## config.mk

```make
export PLATFORM = sky130hd
export DESIGN_NAME = bounded_array_list_engine
export DESIGN_NICKNAME = d
export VERILOG_FILES = /design/src/rtl/bale_pkg.sv /design/src/rtl/bale_ram.sv /design/src/rtl/bounded_array_list_engine.sv
export SDC_FILE = /design/constraint.sdc
export NUM_CORES = 2
export LEC_CHECK = 0
export BUFFER_PORTS_ARGS = -buffer_cell sky130_fd_sc_hd__buf_2
export CAP_MARGIN = 20
export CORE_MARGIN = 1.5
export CORE_UTILIZATION = 40
export CTS_BUF_LIST = sky130_fd_sc_hd__clkbuf_4
export DETAILED_ROUTE_END_ITERATION = 8
export PLACE_DENSITY = 0.53
export SLEW_MARGIN = 0
export SYNTH_ARGS = -nofsm -noshare
export SYNTH_HDL_FRONTEND = slang
export SYNTH_HIERARCHICAL = 1
export SYNTH_SLANG_ARGS = --single-unit
```

## constraint.sdc

```tcl
create_clock -name aclk -period 5.9 [get_ports aclk]
set_input_delay 1.18 -clock aclk [delete_from_list [all_inputs] [get_ports aclk]]
set_output_delay 1.18 -clock aclk [all_outputs]
set_load 0.03 [all_outputs]
```

## src/rtl/bale_pkg.sv

```systemverilog
// Shared operation codes, field widths and default sizing for the array list engine.
`timescale 1ns / 1ps

package bale_pkg;

    // Default number of list entries
    localparam int CAPACITY_DEF = 64;

    // Fixed field widths
    localparam int OP_W    = 3;
    localparam int POS_W   = 7;
    localparam int WORD_W  = 32;
    localparam int AT_W    = 6;
    localparam int COUNT_W = 7;

    // Packed stream widths
    localparam int S_TDATA_W = 40;  // position, word, padded to bytes
    localparam int S_TUSER_W = 8;   // op, padded to bytes
    localparam int M_TDATA_W = 48;  // ok, read_word, found_at, count, empty_res, padded

    // Operation codes
    localparam logic [OP_W-1:0] OP_APPEND    = 3'd0;
    localparam logic [OP_W-1:0] OP_INSERT    = 3'd1;
    localparam logic [OP_W-1:0] OP_OVERWRITE = 3'd2;
    localparam logic [OP_W-1:0] OP_REMOVE    = 3'd3;
    localparam logic [OP_W-1:0] OP_READ      = 3'd4;
    localparam logic [OP_W-1:0] OP_FIND      = 3'd5;
    localparam logic [OP_W-1:0] OP_CLEAR     = 3'd6;

endpackage

```

## src/rtl/bale_ram.sv

```systemverilog
// Entry store: one write port, one read port, registered read data.
`timescale 1ns / 1ps

module bale_ram import bale_pkg::*; #(
    parameter int DEPTH = CAPACITY_DEF,
    parameter int WIDTH = WORD_W,
    localparam int AW   = $clog2(DEPTH)
) (
    input  logic             aclk,
    input  logic             we,
    input  logic [AW-1:0]    waddr,
    input  logic [WIDTH-1:0] wdata,
    input  logic [AW-1:0]    raddr,
    output logic [WIDTH-1:0] rdata
);

    logic [WIDTH-1:0] mem [DEPTH];
    logic [WIDTH-1:0] rdata_reg;

    always_ff @(posedge aclk) begin
        if (we) begin
            mem[waddr] <= wdata;
        end
    end

    always_ff @(posedge aclk) begin
        rdata_reg <= mem[raddr];
    end

    assign rdata = rdata_reg;

endmodule

```

## src/rtl/bounded_array_list_engine.sv

```systemverilog
// Top level of the bounded array list engine: request sequencer around the entry store.
`timescale 1ns / 1ps
//
//  Channel  | Direction | Word layout (lowest bit first)
//  ---------+-----------+------------------------------------------------------------
//  s_       | in        | tuser: op[2:0]; tdata: position[6:0], word[38:7]
//  m_       | out       | tdata: ok[0], read_word[32:1], found_at[38:33],
//           |           |        count[45:39], empty_res[46]
//
//  Append, overwrite, clear and failed requests go straight to the final state; read
//  passes through a read wait; insert moves each entry from position upward, then writes
//  the word; remove reads the entry, then moves each entry above it down; find compares from
//  index 0. Via the single read port, each shift or compare step reads one entry per cycle.
//  Reset clears the count, the sequencer and the output valid; entry contents are not cleared.
//  A finished result holds in the output register until taken; a new word is accepted
//  while it waits, and the next result holds in the final state until the register frees.

module bounded_array_list_engine import bale_pkg::*; #(
    parameter int CAPACITY = CAPACITY_DEF
) (
    input  logic                 aclk,
    input  logic                 aresetn,
    // request channel
    input  logic                 s_tvalid,
    output logic                 s_tready,
    input  logic [S_TDATA_W-1:0] s_tdata,   // position[6:0], word[38:7], zero pad
    input  logic [S_TUSER_W-1:0] s_tuser,   // op[2:0], zero pad
    // result channel
    output logic                 m_tvalid,
    input  logic                 m_tready,
    output logic [M_TDATA_W-1:0] m_tdata    // ok, read_word, found_at, count, empty_res
);

    localparam int AW   = $clog2(CAPACITY);
    localparam int CW   = $clog2(CAPACITY + 1);
    localparam int CMPW = (CW > POS_W) ? CW : POS_W;

    // Sequencer states
    localparam logic [2:0] ST_IDLE      = 3'd0;
    localparam logic [2:0] ST_SHIFT_UP  = 3'd1;
    localparam logic [2:0] ST_INS_WR    = 3'd2;
    localparam logic [2:0] ST_READ_WAIT = 3'd3;
    localparam logic [2:0] ST_SHIFT_DN  = 3'd4;
    localparam logic [2:0] ST_SCAN      = 3'd5;
    localparam logic [2:0] ST_FINISH    = 3'd6;

    logic [2:0]           state_reg, state_next;
    logic [CW-1:0]        fill_reg, fill_next;
    logic [CW-1:0]        idx_reg, idx_next;
    logic [OP_W-1:0]      op_reg, op_next;
    logic [AW-1:0]        pos_reg, pos_next;
    logic [WORD_W-1:0]    word_reg, word_next;
    logic                 ok_reg, ok_next;
    logic [WORD_W-1:0]    rd_reg, rd_next;
    logic [AW-1:0]        at_reg, at_next;
    logic                 m_tvalid_reg, m_tvalid_next;
    logic [M_TDATA_W-1:0] m_tdata_reg, m_tdata_next;

    // Entry store port signals
    logic                 mem_we;
    logic [AW-1:0]        mem_waddr;
    logic [WORD_W-1:0]    mem_wdata;
    logic [AW-1:0]        mem_raddr;
    logic [WORD_W-1:0]    mem_rdata;

    // Unpacked request fields
    logic [OP_W-1:0]      in_op;
    logic [POS_W-1:0]     in_pos;
    logic [WORD_W-1:0]    in_word;
    logic [CMPW-1:0]      pos_cmp;
    logic [CMPW-1:0]      fill_cmp;
    logic                 full;
    logic                 out_free;
    logic [CW:0]          idx_plus2;

    assign in_op    = s_tuser[OP_W-1:0];
    assign in_pos   = s_tdata[POS_W-1:0];
    assign in_word  = s_tdata[POS_W+WORD_W-1:POS_W];
    assign pos_cmp  = CMPW'(in_pos);
    assign fill_cmp = CMPW'(fill_reg);
    assign full     = (fill_reg == CW'(CAPACITY));
    assign out_free = !m_tvalid_reg || m_tready;
    assign idx_plus2 = {1'b0, idx_reg} + (CW+1)'(2);

    assign s_tready = (state_reg == ST_IDLE);
    assign m_tvalid = m_tvalid_reg;
    assign m_tdata  = m_tdata_reg;

    bale_ram #(
        .DEPTH (CAPACITY),
        .WIDTH (WORD_W)
    ) u_ram (
        .aclk  (aclk),
        .we    (mem_we),
        .waddr (mem_waddr),
        .wdata (mem_wdata),
        .raddr (mem_raddr),
        .rdata (mem_rdata)
    );

    always_comb begin
        state_next    = state_reg;
        fill_next     = fill_reg;
        idx_next      = idx_reg;
        op_next       = op_reg;
        pos_next      = pos_reg;
        word_next     = word_reg;
        ok_next       = ok_reg;
        rd_next       = rd_reg;
        at_next       = at_reg;
        m_tvalid_next = m_tvalid_reg;
        m_tdata_next  = m_tdata_reg;
        mem_we        = 1'b0;
        mem_waddr     = pos_reg;
        mem_wdata     = word_reg;
        mem_raddr     = '0;

        // drop the held result once taken; a new result below overrides
        if (m_tvalid_reg && m_tready) begin
            m_tvalid_next = 1'b0;
        end

        unique case (state_reg)
            ST_IDLE: begin
                if (s_tvalid) begin
                    op_next    = in_op;
                    pos_next   = AW'(in_pos);
                    word_next  = in_word;
                    ok_next    = 1'b0;
                    rd_next    = '0;
                    at_next    = '0;
                    state_next = ST_FINISH;
                    unique case (in_op)
                        OP_APPEND: begin
                            if (!full) begin
                                mem_we    = 1'b1;
                                mem_waddr = AW'(fill_reg);
                                mem_wdata = in_word;
                                fill_next = fill_reg + CW'(1);
                                ok_next   = 1'b1;
                            end
                        end
                        OP_INSERT: begin
                            if (pos_cmp <= fill_cmp && !full) begin
                                if (pos_cmp == fill_cmp) begin
                                    state_next = ST_INS_WR;
                                end else begin
                                    // fetch the last entry; it moves up first
                                    mem_raddr  = AW'(fill_reg - CW'(1));
                                    idx_next   = fill_reg;
                                    state_next = ST_SHIFT_UP;
                                end
                            end
                        end
                        OP_OVERWRITE: begin
                            if (pos_cmp < fill_cmp) begin
                                mem_we    = 1'b1;
                                mem_waddr = AW'(in_pos);
                                mem_wdata = in_word;
                                ok_next   = 1'b1;
                            end
                        end
                        OP_REMOVE, OP_READ: begin
                            if (pos_cmp < fill_cmp) begin
                                mem_raddr  = AW'(in_pos);
                                idx_next   = CW'(in_pos);
                                state_next = ST_READ_WAIT;
                            end
                        end
                        OP_FIND: begin
                            if (fill_reg != '0) begin
                                mem_raddr  = '0;
                                idx_next   = '0;
                                state_next = ST_SCAN;
                            end
                        end
                        OP_CLEAR: begin
                            fill_next = '0;
                            ok_next   = 1'b1;
                        end
                        default: begin
                            ok_next = 1'b0;
                        end
                    endcase
                end
            end

            ST_SHIFT_UP: begin
                // entry idx-1 arrives; write it one place up
                mem_we    = 1'b1;
                mem_waddr = AW'(idx_reg);
                mem_wdata = mem_rdata;
                if ((idx_reg - CW'(1)) == CW'(pos_reg)) begin
                    state_next = ST_INS_WR;
                end else begin
                    mem_raddr = AW'(idx_reg - CW'(2));
                    idx_next  = idx_reg - CW'(1);
                end
            end

            ST_INS_WR: begin
                mem_we     = 1'b1;
                mem_waddr  = pos_reg;
                mem_wdata  = word_reg;
                fill_next  = fill_reg + CW'(1);
                ok_next    = 1'b1;
                state_next = ST_FINISH;
            end

            ST_READ_WAIT: begin
                rd_next    = mem_rdata;
                ok_next    = 1'b1;
                state_next = ST_FINISH;
                if (op_reg == OP_REMOVE) begin
                    if ((idx_reg + CW'(1)) < fill_reg) begin
                        mem_raddr  = AW'(idx_reg + CW'(1));
                        state_next = ST_SHIFT_DN;
                    end else begin
                        fill_next = fill_reg - CW'(1);
                    end
                end
            end

            ST_SHIFT_DN: begin
                // entry idx+1 arrives; write it one place down
                mem_we    = 1'b1;
                mem_waddr = AW'(idx_reg);
                mem_wdata = mem_rdata;
                if (idx_plus2 < {1'b0, fill_reg}) begin
                    mem_raddr = AW'(idx_plus2);
                    idx_next  = idx_reg + CW'(1);
                end else begin
                    fill_next  = fill_reg - CW'(1);
                    state_next = ST_FINISH;
                end
            end

            ST_SCAN: begin
                if (mem_rdata == word_reg) begin
                    ok_next    = 1'b1;
                    at_next    = AW'(idx_reg);
                    state_next = ST_FINISH;
                end else if ((idx_reg + CW'(1)) < fill_reg) begin
                    mem_raddr = AW'(idx_reg + CW'(1));
                    idx_next  = idx_reg + CW'(1);
                end else begin
                    state_next = ST_FINISH;
                end
            end

            ST_FINISH: begin
                // hold until the output register frees
                if (out_free) begin
                    m_tvalid_next = 1'b1;
                    m_tdata_next  = {1'b0, (fill_reg == '0), COUNT_W'(fill_reg),
                                     AT_W'(at_reg), rd_reg, ok_reg};
                    state_next    = ST_IDLE;
                end
            end

            default: begin
                state_next = ST_IDLE;
            end
        endcase
    end

    always_ff @(posedge aclk) begin
        if (!aresetn) begin
            state_reg    <= ST_IDLE;
            fill_reg     <= '0;
            m_tvalid_reg <= 1'b0;
        end else begin
            state_reg    <= state_next;
            fill_reg     <= fill_next;
            m_tvalid_reg <= m_tvalid_next;
        end
    end

    always_ff @(posedge aclk) begin
        idx_reg     <= idx_next;
        op_reg      <= op_next;
        pos_reg     <= pos_next;
        word_reg    <= word_next;
        ok_reg      <= ok_next;
        rd_reg      <= rd_next;
        at_reg      <= at_next;
        m_tdata_reg <= m_tdata_next;
    end

endmodule

```

# After elaboration in Yosys (flattened, before gate mapping)

Memories as Yosys holds them, arrays and structs flattened. A register that Yosys moved wholly into a read port is not among the register bits.
Index checks and enable logic that the tools add are counted.

Register bits after elaboration: 145
RAM bits: 2048
Input bits: 52
Memories: 1

Memory list:

| name      | words | width | read ports | clocked after Yosys merged registers in | wr ports | line           | RTL |
|---|---|---|---|---|---|---|---|
| u_ram.mem | 64    | 32    | 1          | 1                                       | 1        | bale_ram.sv:17 | `logic [WIDTH-1:0] mem [DEPTH];` |

Add/sub/neg operators: 6
Magnitude comparators: 4
Equal/unequal tests: 36
Mux-type cells: 72
Reduce and logical (&&, ||, !) cells: 26

Operators with widths:

| kind                                                                   | count |
|---|---|
| 32-bit one-hot mux with 2 select lines                                 | 3 |
| 32-bit two-way mux                                                     | 4 |
| 7-bit two-way mux                                                      | 14 |
| 6-bit two-way mux                                                      | 14 |
| 7-bit one-hot mux with 4 select lines                                  | 2 |
| 6-bit one-hot mux with 2 select lines                                  | 4 |
| 32-bit equality test                                                   | 1 |
| 6-bit one-hot mux with 5 select lines                                  | 1 |
| 3-bit two-way mux                                                      | 8 |
| 2-bit inequality test (second input constant)                          | 11 |
| 3-bit one-hot mux with 7 select lines                                  | 1 |
| 7-bit one-hot mux with 3 select lines                                  | 1 |
| 3-bit equality test (second input constant)                            | 6 |
| 3-bit inequality test (second input constant)                          | 6 |
| 3-bit by 2-bit equality test with 1-bit output (second input constant) | 5 |
| 7-bit by 1-bit adder with 7-bit output (second input constant)         | 2 |
| 7-bit < comparator                                                     | 2 |
| 7-bit one-hot mux with 2 select lines                                  | 1 |
| 7-bit by 1-bit subtractor with 7-bit output (second input constant)    | 2 |
| 11-bit AND reduction                                                   | 1 |
| 1-bit two-way mux                                                      | 10 |
| 3-bit one-hot mux with 3 select lines                                  | 1 |
| 7-bit by 2-bit adder with 8-bit output (second input constant)         | 1 |
| 8-bit by 7-bit < comparator with 1-bit output                          | 1 |
| other kinds (26)                                                       | 42 |

# Depth between registers and ports, before layout

Depth in word-level cells: 7
Depth in mapped cells: 22
Mapped depth without buffers: 16

# Modules after synthesis

The synthesis kept the hierarchy.

By module, submodules not included:

| module                    | times used | cells each | area each (um^2) |
|---|---|---|---|
| bale_ram                  | 1          | 3511       | 79039.6 |
| bounded_array_list_engine | 1          | 731        | 8254.2 |

# Least setup slack after synthesis

OpenSTA, ideal clock, no wires.

Path type: in2reg
From: in s_tdata[5]
To: mem u_ram/mem[28][0] (netlist bit) (enable)
Arrival: 5417 ps
Path slack: 61 ps
Cell stages on the path: 12
Path through: ha_1 -> a21o_1 -> a221o_1 -> o21ai_1 -> a21boi_0 -> a2bb2oi_1 -> a221o_1 -> clkbuf_1 -> or3b_2 -> or2_2 -> clkbuf_1 -> nor2_1

Elaborated cells between the ends (all ways): 11
Those cells by class: order compare: 1; mux: 10

RTL lines:

| what                                  | line                             | RTL |
|---|---|---|
| start: declaration                    | bounded_array_list_engine.sv:26  | `input logic [S_TDATA_W-1:0] s_tdata,` |
| 7-bit < comparator                    | bounded_array_list_engine.sv:156 | `if (pos_cmp < fill_cmp) begin` |
| 6-bit two-way mux                     | bounded_array_list_engine.sv:156 |  |
| 6-bit one-hot mux with 2 select lines | bounded_array_list_engine.sv:133 | `unique case (in_op)` |
| 6-bit two-way mux                     | bounded_array_list_engine.sv:125 | `if (s_tvalid) begin` |
| 6-bit one-hot mux with 2 select lines | bounded_array_list_engine.sv:123 | `unique case (state_reg)` |
| net mem_waddr[1]                      | bounded_array_list_engine.sv:61  | `logic [AW-1:0] mem_waddr;` |
| end: declaration                      | bale_ram.sv:17                   |  |

The timed path passes the listed nets, and every way through them passes these cells.

# Worst setup path after layout

From: reg idx_reg[1]
To: reg u_ram.rdata_reg[23], in the netlist u_ram/rdata[23], read port of u_ram.mem

Word-level cells in the longest chain between the ends: 5
Elaborated cells between the ends (all ways): 13
Those cells by class: add/sub: 4; order compare: 2; eq/ne: 1; mux: 6

Ends and longest elaborated chain:

| what                                        | line                                                               | RTL |
|---|---|---|
| start: declaration                          | bounded_array_list_engine.sv:49                                    | `logic [CW-1:0] idx_reg, idx_next;` |
| start signal: assignment                    | bounded_array_list_engine.sv:280                                   | `idx_reg <= idx_next;` |
| 7-bit by 1-bit adder with 7-bit output      | bounded_array_list_engine.sv:215, bounded_array_list_engine.sv:243 |  |
| 7-bit < comparator                          | bounded_array_list_engine.sv:215, bounded_array_list_engine.sv:243 |  |
| 6-bit two-way mux                           | bounded_array_list_engine.sv:215, bounded_array_list_engine.sv:243 |  |
| 6-bit two-way mux, on equally long branches | bounded_array_list_engine.sv:239, bounded_array_list_engine.sv:214 |  |
| 6-bit one-hot mux with 5 select lines (*)   | bounded_array_list_engine.sv:123                                   |  |
| net mem_raddr[0]                            | bounded_array_list_engine.sv:63                                    | `logic [AW-1:0] mem_raddr;` |
| end: declaration                            | bale_ram.sv:18                                                     | `logic [WIDTH-1:0] rdata_reg;` |

Mark *: on every way through the listed nets, which the timed path passes. The rest lies on a longest branch.
A chain may end at the register's enable or synchronous reset.

==> metrics <==
Die ar. 221000 sq um; largest net degree at the start of global routing 65; initial core utilization 40.2%; Synth Area in Compound Gates 4.72%; H-tree depth 6; setup bufs post-CTS 0; Post-synth ARST share 0%; CTS sink count 2225; HP Class input port to flip-flop; Die Y 470 um; TritonCTS Buffers 598; critical path endpoint category flip-flop; clock skew 0.131 ns; Seq pwr share 41.1%; CTS Buffer Depth 4; drt pass-1 iters 5; Vias 47873; standard-cell rows 171; ys flop type edfxtp_1; Logic pwr share 35.0%; routability cong. 0.844; synth cell count leaders edfxtp_1 (2182), mux4_2 (446), mux2i_1 (191); port buffer count 94; Via density 5.69; Synth cell types 80; clk_lat worst skew 1.46 ns; Post-Synth Simple-Gate Area 2.72%; Max VDD drop 381 uV; share of cells above drive strength 1 36.5%; Max Clk Rate 0.182 GHz; post-synth top area share 75.1%; Area after DPL 95500 sq um; Clock transition at path regs 0.06 ns; vias in the first global route 48567; synth warn 6; synthesized instance count 4242; die outline width 470 um; power density over the cells 533 nW/um^2; setup TNS 0 ns; Pleak 32.8 nW; Area Growth Syn to Fin 18.2%; # IOs 102; number of synthesized flops with an enable pin 2182; Max-cap violations 0; # DRC 0; pre-CTS setup slack 0.132 ns; fin crit period 5.51 ns; HPWL after DPL 153000 um; CTS tree yes; RSZ-0062 raised after global routing false; Slew HR 28.5%; post-synthesis mux area share 13.7%; cts hold-fix bufs 43; post-CTS resize count 0; Critical Path RT 7.15 ns; Final Cell Area 103000 sq um; top post-synthesis cells by area edfxtp_1 (75%), mux4_2 (12%), mux2i_1 (2.2%); Nets 5234; Iteration-0 DRC Markers 5047; GRT Resource Usage Total 22.7%; crit path kind flip-flop to flip-flop; grt ovf 0; Internal Power 35.6 mW; clock tree root buffer cell clkbuf_4; Final Max Slew Viols 0; Final Cycle Share 93.3%; PnR worst setup slack 0.395 ns; Routed WL per cell 30.0 um; Core Area 217000 sq um; most instantiated library cell after synthesis edfxtp_1; placed insts 7366; DRT Wirelength 253000 um; Post-Synth Adder-Cell Area 0.387%; Yosys reg bits 2225; largest family of logic cells by synthesized area multiplexers; Crit path arrival time 6.76 ns; worst-margin pin slew 1.07 ns; DRT antenna net count 0; final hold slack 0.319 ns; syn_nets 4321; status finished clean; mapped cell area 87300 sq um; switching share of total power 35.2%; Synth Area per Inst 20.6 sq um; final cell count without fillers 8413; sequential fraction of the synthesis area 76.0%; final hold viol count 0; max reg flops 2048; antenna violations before repair 26; first-pass GRT wire length 355000 um; xor/xnor share of the synthesized area 0.629%; largest area contributor in the netlist edfxtp_1; power share of the clock group 23.9%; Startpoint Class flip-flop; # setup viols final 0; Sw Pwr 19.4 mW; crit path max fanout 22
[per-layer routing]
metal	vias to the layer above	part of all wire (%)	global-route usage, %
met4	6	2.3	6.72
met3	383	8.1	4.77
li1	20074	-	-
met2	2126	47	35.9
met1	25284	42	31.6
met5	-	0.018	0
[final timing paths]
kind | startpoint | slack (ns) | cells past startpoint | to
worst max-delay path | idx_reg[1]$_DFFE_PP_ | 0.39 | 19 | u_ram/rdata[23]$_DFF_P_
worst min-delay path | s_tvalid | 0.32 | 3 | ok_reg$_SDFFCE_PP1P_
worst max register to register | idx_reg[1]$_DFFE_PP_ | 0.39 | 19 | u_ram/rdata[23]$_DFF_P_
worst min register to register | rd_reg[15]$_SDFFCE_PN0P_ | 0.42 | 0 | m_tdata[16]$_DFFE_PP_
[cell families (layout without fill, tap and decap cells)]
group	count (synthesis)	after routing
flip-flops	2225	2225
other	1	17
AND/OR/NAND/NOR	456	456
adder cells (fa/ha/maj)	27	27
multiplexers	637	637
buffers and inverters	274	1575
XOR/XNOR	58	58
AO/OA/AOI/OAI	564	564
[cell type report]
class                           instances  area (sq um)
Antenna cell                           16          40.0
Timing Repair Buffer                  564          5950
Fill cell                           18365        114000
Tap cell                             2854          3570
Inverter                               23          86.3
Clock inverter                         97           509
Multi-Input combinational cell       1743         20000
Sequential cell                      2225         66400
Clock buffer                          891          6690
[cell usage in the layout (no fill, tap or decap), types with 14 or more instances in the layout]
master	Yosys	layout
a211oi_1	25	25
a21oi_1	81	80
a221o_2	0	32
a22o_1	20	20
a22oi_1	141	141
a31oi_1	25	25
and3_1	43	43
buf_12	3	147
buf_2	64	94
buf_4	29	280
clkbuf_4	0	891
clkinv_1	0	68
dfxtp_1	43	42
diode_2	0	16
dlygate4sd3_1	0	43
edfxtp_1	2182	2182
ha_1	27	27
inv_1	23	22
mux2i_1	191	191
mux4_2	446	446
nand2_1	80	80
nand2b_1	15	15
nand3_1	56	56
nand4_1	14	14
nor2_1	123	55
nor2_4	0	66
nor2b_1	25	19
nor3b_1	33	33
o211ai_1	22	22
o21ai_0	43	42
o221ai_1	19	18
o22ai_1	49	49
xnor2_1	48	48
[power groups by stage]
stage / clock network [mW] / registers, mW / logic [mW]
3_5_place_dp: 0 / 22.9 / 19.3
4_1_cts: 13.6 / 22.6 / 19.4
3_3_place_gp: 0 / 22.9 / 19.1
2_1_floorplan: 0 / 22.8 / 9.60
5_1_grt: 14.4 / 22.7 / 20.2
6_report: 13.2 / 22.6 / 19.2
[critical path, stage by stage, from the launching register on]
cell and delay [ns]:
edfxtp_1 0.65, ha_1 0.29, nand4_1 0.13, xnor2_1 0.23, ha_1 0.24, or4_1 0.54
o221a_2 0.29, nand2_1 0.30, nand3_1 0.18, o221ai_4 0.14, buf_12 0.25, buf_12 0.24
buf_4 0.24, mux4_2 0.54, o221ai_1 0.20, a21oi_1 0.07, buf_4 0.18, a21oi_1 0.32
buf_4 0.23, a311oi_1 0.06
[through the flow]
stage | power (mW) | utilization, %
floorplan | 32.4 | -
global placement | 41.9 | 44.0
detailed placement | 42.2 | 44.0
CTS | 55.5 | 47.5
global route | 57.3 | 47.6
finish | 55.0 | 47.6
No activity file was read; power rests on OpenSTA's default activity.
